## src/rtl/core/lobm_pkg.sv

```systemverilog
`timescale 1ns / 1ps
// ----------------------------------------------------------------------------
// lobm_pkg
// Types and codes shared by the order book matcher modules.
// ----------------------------------------------------------------------------
package lobm_pkg;

  localparam int TRADES_W = 6;

  localparam logic [2:0] OPC_LIMIT  = 3'd0;
  localparam logic [2:0] OPC_MARKET = 3'd1;
  localparam logic [2:0] OPC_CANCEL = 3'd2;
  localparam logic [2:0] OPC_MODIFY = 3'd3;
  localparam logic [2:0] OPC_CLEAR  = 3'd4;

  localparam logic [2:0] ST_ACCEPTED  = 3'd0;
  localparam logic [2:0] ST_PARTIAL   = 3'd1;
  localparam logic [2:0] ST_FILLED    = 3'd2;
  localparam logic [2:0] ST_REJECTED  = 3'd3;
  localparam logic [2:0] ST_CANCELLED = 3'd4;
  localparam logic [2:0] ST_MODIFIED  = 3'd5;
  localparam logic [2:0] ST_NOT_FOUND = 3'd6;

  typedef enum logic [2:0] {
    KIND_LIMIT,
    KIND_MARKET,
    KIND_CANCEL,
    KIND_MODIFY,
    KIND_CLEAR,
    KIND_BAD
  } op_kind_t;

  typedef enum logic [3:0] {
    S_IDLE,
    S_SCAN,
    S_DECIDE,
    S_CHECK,
    S_TRADE,
    S_AFTER,
    S_REST,
    S_RESP
  } eng_state_t;

  typedef enum logic [1:0] {
    PH_FIND,
    PH_MATCH,
    PH_FINAL
  } scan_phase_t;

  typedef struct packed {
    logic [2:0]  op;
    logic [31:0] ord_id;
    logic [31:0] owner_id;
    logic        side;
    logic [31:0] price;
    logic [31:0] qty;
  } req_t;

  typedef struct packed {
    logic                is_trade;
    logic [31:0]         subject_ord_id;
    logic [31:0]         maker_ord_id;
    logic [31:0]         maker_owner_id;
    logic [31:0]         trade_price;
    logic [31:0]         fill_amt;
    logic [2:0]          status;
    logic [31:0]         qty_left;
    logic [TRADES_W-1:0] trades_made;
    logic [31:0]         top_bid;
    logic [31:0]         top_ask;
    logic                last;
  } rsp_t;

  typedef struct packed {
    op_kind_t    kind;
    logic [31:0] ord_id;
    logic [31:0] owner_id;
    logic        side;
    logic [31:0] price;
    logic [31:0] qty;
  } cmd_t;

endpackage

```

## src/rtl/core/lobm_front.sv

```systemverilog
`timescale 1ns / 1ps
// ----------------------------------------------------------------------------
// lobm_front
// Takes requests, decodes the op code and queues commands for the engine.
// ----------------------------------------------------------------------------
module lobm_front import lobm_pkg::*; (
  input  logic clk,
  input  logic rst,
  input  logic req_valid,
  output logic req_stall,
  input  req_t req,
  output logic cmd_valid,
  input  logic cmd_take,
  output cmd_t cmd
);

  cmd_t       queue [2];
  logic       wp;
  logic       rp;
  logic [1:0] count;
  cmd_t       decoded;
  logic       push;
  logic       pop;

  always_comb begin
    decoded.ord_id   = req.ord_id;
    decoded.owner_id = req.owner_id;
    decoded.side     = req.side;
    decoded.price    = req.price;
    decoded.qty      = req.qty;
    case (req.op)
      OPC_LIMIT:  decoded.kind = KIND_LIMIT;
      OPC_MARKET: decoded.kind = KIND_MARKET;
      OPC_CANCEL: decoded.kind = KIND_CANCEL;
      OPC_MODIFY: decoded.kind = KIND_MODIFY;
      OPC_CLEAR:  decoded.kind = KIND_CLEAR;
      default:    decoded.kind = KIND_BAD;
    endcase
  end

  assign req_stall = (count == 2'd2);
  assign push      = req_valid && !req_stall;
  assign cmd_valid = (count != 2'd0);
  assign pop       = cmd_take && cmd_valid;
  assign cmd       = queue[rp];

  always_ff @(posedge clk) begin
    if (push) begin
      queue[wp] <= decoded;
    end
  end

  always_ff @(posedge clk) begin
    if (rst) begin
      wp    <= 1'b0;
      rp    <= 1'b0;
      count <= 2'd0;
    end else begin
      if (push) begin
        wp <= ~wp;
      end
      if (pop) begin
        rp <= ~rp;
      end
      count <= count + {1'b0, push} - {1'b0, pop};
    end
  end

endmodule

```

## config.mk

```make
export PLATFORM = sky130hd
export DESIGN_NAME = lobm_front
export DESIGN_NICKNAME = d
export VERILOG_FILES = /design/src/rtl/core/lobm_pkg.sv /design/src/rtl/core/lobm_front.sv
export SDC_FILE = /design/constraint.sdc
export NUM_CORES = 1
export LEC_CHECK = 0
export ABC_AREA = 1
export BUFFER_PORTS_ARGS = -buffer_cell sky130_fd_sc_hd__buf_2
export CAP_MARGIN = 0
export CELL_PAD_IN_SITES_DETAIL_PLACEMENT = 0
export CELL_PAD_IN_SITES_GLOBAL_PLACEMENT = 1
export CORE_ASPECT_RATIO = 0.9
export CORE_UTILIZATION = 40
export CTS_BUF_LIST = sky130_fd_sc_hd__clkbuf_4 sky130_fd_sc_hd__clkbuf_8 sky130_fd_sc_hd__clkbuf_16
export CTS_CLUSTER_DIAMETER = 60
export CTS_CLUSTER_SIZE = 30
export DETAILED_ROUTE_END_ITERATION = 8
export PLACE_DENSITY = 0.79
export RECOVER_POWER = 25
export SLEW_MARGIN = 0
export SYNTH_ARGS = -nofsm -noshare
export SYNTH_HDL_FRONTEND = slang
export SYNTH_SLANG_ARGS = --single-unit
```

## constraint.sdc

```tcl
create_clock -name clk -period 8.2 [get_ports clk]
set_input_delay 1.64 -clock clk [delete_from_list [all_inputs] [get_ports clk]]
set_output_delay 1.64 -clock clk [all_outputs]
set_load 0.01 [all_outputs]
```

==> results.txt <==
----------------------------------------------------
[Power and ir drop]
  Clock network power share ... 28.3%
  Highest ir drop seen on vdd ... 0.226 mV
  Total power draw ... 3.82 mW
  Flop pwr share ... 47.7%
  Switching power ... 1.08 mW
  Internal power ... 2.74 mW
  Net switching share of the total power ... 28.2%
  Total power density per cell area ... 305 nW/um2
  Leakage ... 4.76 nW
  Share of total power in combinational logic ... 24.0%

[Worst setup path]
  End of the worst register-to-register path ... queue[1][20]
  Kind of launch point of the worst setup path ... register
  Maximum fanout along the worst path ... 55
  Source of the worst register-to-register timing path ... count[0]
  Required time of the worst setup path ... 6.56 ns
  Worst reg2reg setup slack ... 5.51 ns
  Critical path start-end classification ... register to output pin
  Critical Path End Type ... output pin
  R2R depth ... 5
  Arrival time of the worst setup path ... 2.73 ns

[Timing]
  Pins Over Slew Limit ... 0
  Final clock period utilization by the worst path ... 53.3%
  Tightest hold margin ... 0.544 ns
  Hold Fails Final Rpt ... 0
  Max transition margin ... 24.9%
  Setup repair after global routing missed its margin ... false
  Fin Clk Skew ... 0.0221 ns
  Tightest Pin Transition ... 1.13 ns
  Final setup viols ... 0
  Total Negative Setup Slacks ... 0 ns
  Maximum clock rate ... 229 MHz
  Min Tclk post-route ... 4.37 ns

[Min path]
  End point of the worst hold path ... rp
  Worst Hold Class ... register to register
  WHS Path Cells ... 2
  Worst min-delay path startpoint ... rp

[Routing]
  Final wirelength ... 19000 um
  First drt pass iteration count ... 4
  Antenna Violating Nets Remaining ... 0
  Post-detailed-route via-to-cell ratio ... 4.61
  Routed len/inst ... 17.5 um
  DRC violations left ... 0
  DRT iter0 DRCs ... 327
  Via count of the routed design ... 5017

[Global route]
  Overflow left after global routing ... 0
  Wire length of the first global-routing pass ... 27900 um
  Antenna violations before repair ... 4
  Aggregate global-route resource usage ... 14.1%
  Number of global-route vias before repair ... 5018
  Maximum number of pins on one net before global-route repair ... 81

[Logic synthesis]
  Syn Std Cell Area ... 10100 um2
  Post-synthesis sequential area ratio ... 79.3%
  Ys flop type ... sky130_fd_sc_hd__edfxtp_1
  Number of synthesized flops with an enable pin ... 264
  Net count of the mapped netlist ... 592
  Number of warnings printed during yosys synthesis ... 0
  Mapped Avg Cell Area ... 22.3 um2
  Ys async rst share ... 0%
  Cell variety after synth ... 15
  Synth Register Bits ... 269
  Post-Synthesis Cells ... 454

[Finish]
  Proportion of layout cells with a drive suffix above 1 ... 55.6%
  Area Overhead vs Synth ... 23.6%
  Number of nets in the layout ... 873
  Count of placed standard cells in the final layout, fillers left out ... 1089
  Post-Route Utilization ... 51.0%

[Die]
  Initial Utilization ... 41.3%
  Die footprint ... 26000 um2
  Area of the core ... 24500 um2
  Number of I/O pins ... 270
  Die extent in x ... 170 um
  Vertical die dimension ... 153 um
  Std-Cell Rows ... 54

[Placement]
  Instance count after placement with tap cells included ... 1048
  Port Buffers ... 269
  Routability congestion estimate from global placement ... 0.740
  HPWL reported at the end of detailed placement ... 12600 um

[Flow run]
  Maximum Capacitance Violations ... 0

[Clock tree]
  Deepest clock path buffer count ... 3
  CTS Root Buffer Type ... sky130_fd_sc_hd__clkbuf_16
  CTS Hold Bufs ... 0
  Clock Sinks ... 269
  Cts repair resizes ... 0
  TritonCTS Buffers ... 21
  CTS H-tree lvls ... 1
  Insertion delay to the later sink of the worst-skew pair ... 0.52 ns
  Clock slew at the register clock pins of the worst setup and hold paths ... 0.08 ns
  Number of buffers inserted by post-CTS setup repair ... 0
  Clock tree from TritonCTS ... built

[Outcome]
  Result of the run ... finished, final reports clean

----------------------------------------------------
-- power by group through the flow --
| stage | clock (mW) | sequential, mW | combinational, mW |
|---|---|---|---|
| 4_1_cts | 1.11 | 1.82 | 0.932 |
| 6_report | 1.08 | 1.82 | 0.915 |
| 5_1_grt | 1.16 | 1.84 | 0.990 |
| 3_3_place_gp | 0 | 1.84 | 0.920 |
| 3_5_place_dp | 0 | 1.85 | 0.929 |
| 2_1_floorplan | 0 | 1.84 | 0.645 |
-- cell type report --
cell class / instances / area (um2)
fillers: 2044 / 12000
flip-flops and latches: 269 / 8030
multi-input cells: 158 / 1920
repair buffers: 274 / 1350
clock buffers: 22 / 533
well taps: 336 / 420
clock inverters: 16 / 218
inverters: 11 / 43.8
diodes: 3 / 7.51
-- cell usage after synthesis (2+ instances only) --
cell type,count,share of area (%)
sky130_fd_sc_hd__a21oi_1,2,0.099
sky130_fd_sc_hd__buf_2,5,0.25
sky130_fd_sc_hd__buf_6,9,1.0
sky130_fd_sc_hd__dfxtp_1,5,0.99
sky130_fd_sc_hd__edfxtp_1,264,78
sky130_fd_sc_hd__ha_1,2,0.25
sky130_fd_sc_hd__inv_1,11,0.41
sky130_fd_sc_hd__mux2_2,52,5.8
sky130_fd_sc_hd__mux2_4,80,12
sky130_fd_sc_hd__nand2_1,8,0.30
sky130_fd_sc_hd__nand3_1,3,0.15
sky130_fd_sc_hd__nor2_1,10,0.37
-- layer usage --
layer  track usage [%]  wire length, um  share of wire (%)
met2              22.1             8580                 45
met4              4.42              462                2.4
met3              4.12             1550                8.2
met5                 0               13              0.068
met1              18.9             8410                 44
-- how the worst max path moves through the flow --
stage | start | end | slack, ns | cells after the start
finish | register | cmd[41] | 3.83 | 3
global route | register | cmd[38] | 3.70 | 3
CTS | register | cmd[23] | 3.75 | 3
detailed placement | req_valid | queue[0][35] | 4.24 | 4
global placement | req_valid | queue[0][43] | 4.32 | 4
floorplan | req_valid | queue[0][0] | 0.38 | 2
-- worst max-delay path: stages, from the launching register on --
cell and delay, ns:
sky130_fd_sc_hd__dfxtp_4 0.79, sky130_fd_sc_hd__buf_4 0.81, sky130_fd_sc_hd__mux2_2 0.42, sky130_fd_sc_hd__buf_2 0.14
-- cells in the final DEF, fill, tap and decap left out, types with 2 or more instances in the layout --
master                      count
sky130_fd_sc_hd__inv_1         10
sky130_fd_sc_hd__clkbuf_16     21
sky130_fd_sc_hd__inv_6          3
sky130_fd_sc_hd__mux2_2        52
sky130_fd_sc_hd__inv_8          4
sky130_fd_sc_hd__dfxtp_1        4
sky130_fd_sc_hd__ha_1           2
sky130_fd_sc_hd__edfxtp_1     264
sky130_fd_sc_hd__nor2_1         9
sky130_fd_sc_hd__clkbuf_1      30
sky130_fd_sc_hd__nand3_1        3
sky130_fd_sc_hd__diode_2        3
sky130_fd_sc_hd__buf_2        239
sky130_fd_sc_hd__mux2_4        80
sky130_fd_sc_hd__inv_16         2
sky130_fd_sc_hd__buf_4          5
sky130_fd_sc_hd__a21oi_1        2
sky130_fd_sc_hd__clkinv_4       2
sky130_fd_sc_hd__nand2_1        8
-- kinds of logic (layout without fill, tap and decap cells) --
family | after synthesis | count (layout) | synth area share (%)
compound gates | 3 | 3 | 0.173
fa+ha+maj | 2 | 2 | 0.247
buf+inv | 27 | 323 | 1.84
flops | 269 | 269 | 79.3
mux | 132 | 132 | 17.6
other cells | 0 | 3 | 0
simple gates | 21 | 21 | 0.816
-- metrics by stage --
stage / instance area, um2 / setup slack (ns)
floorplan: 10100 / 0.383
global placement: 11800 / 4.32
detailed placement: 11800 / 4.24
CTS: 12500 / 3.75
global route: 12500 / 3.70
finish: 12500 / 3.83
-- registers in the layout, summed over array words and instances (netlist names), named ones only --
name,count
wp,1
count,2
rp,1
queue,264
Note: power is estimated with default switching activity, not from simulation.
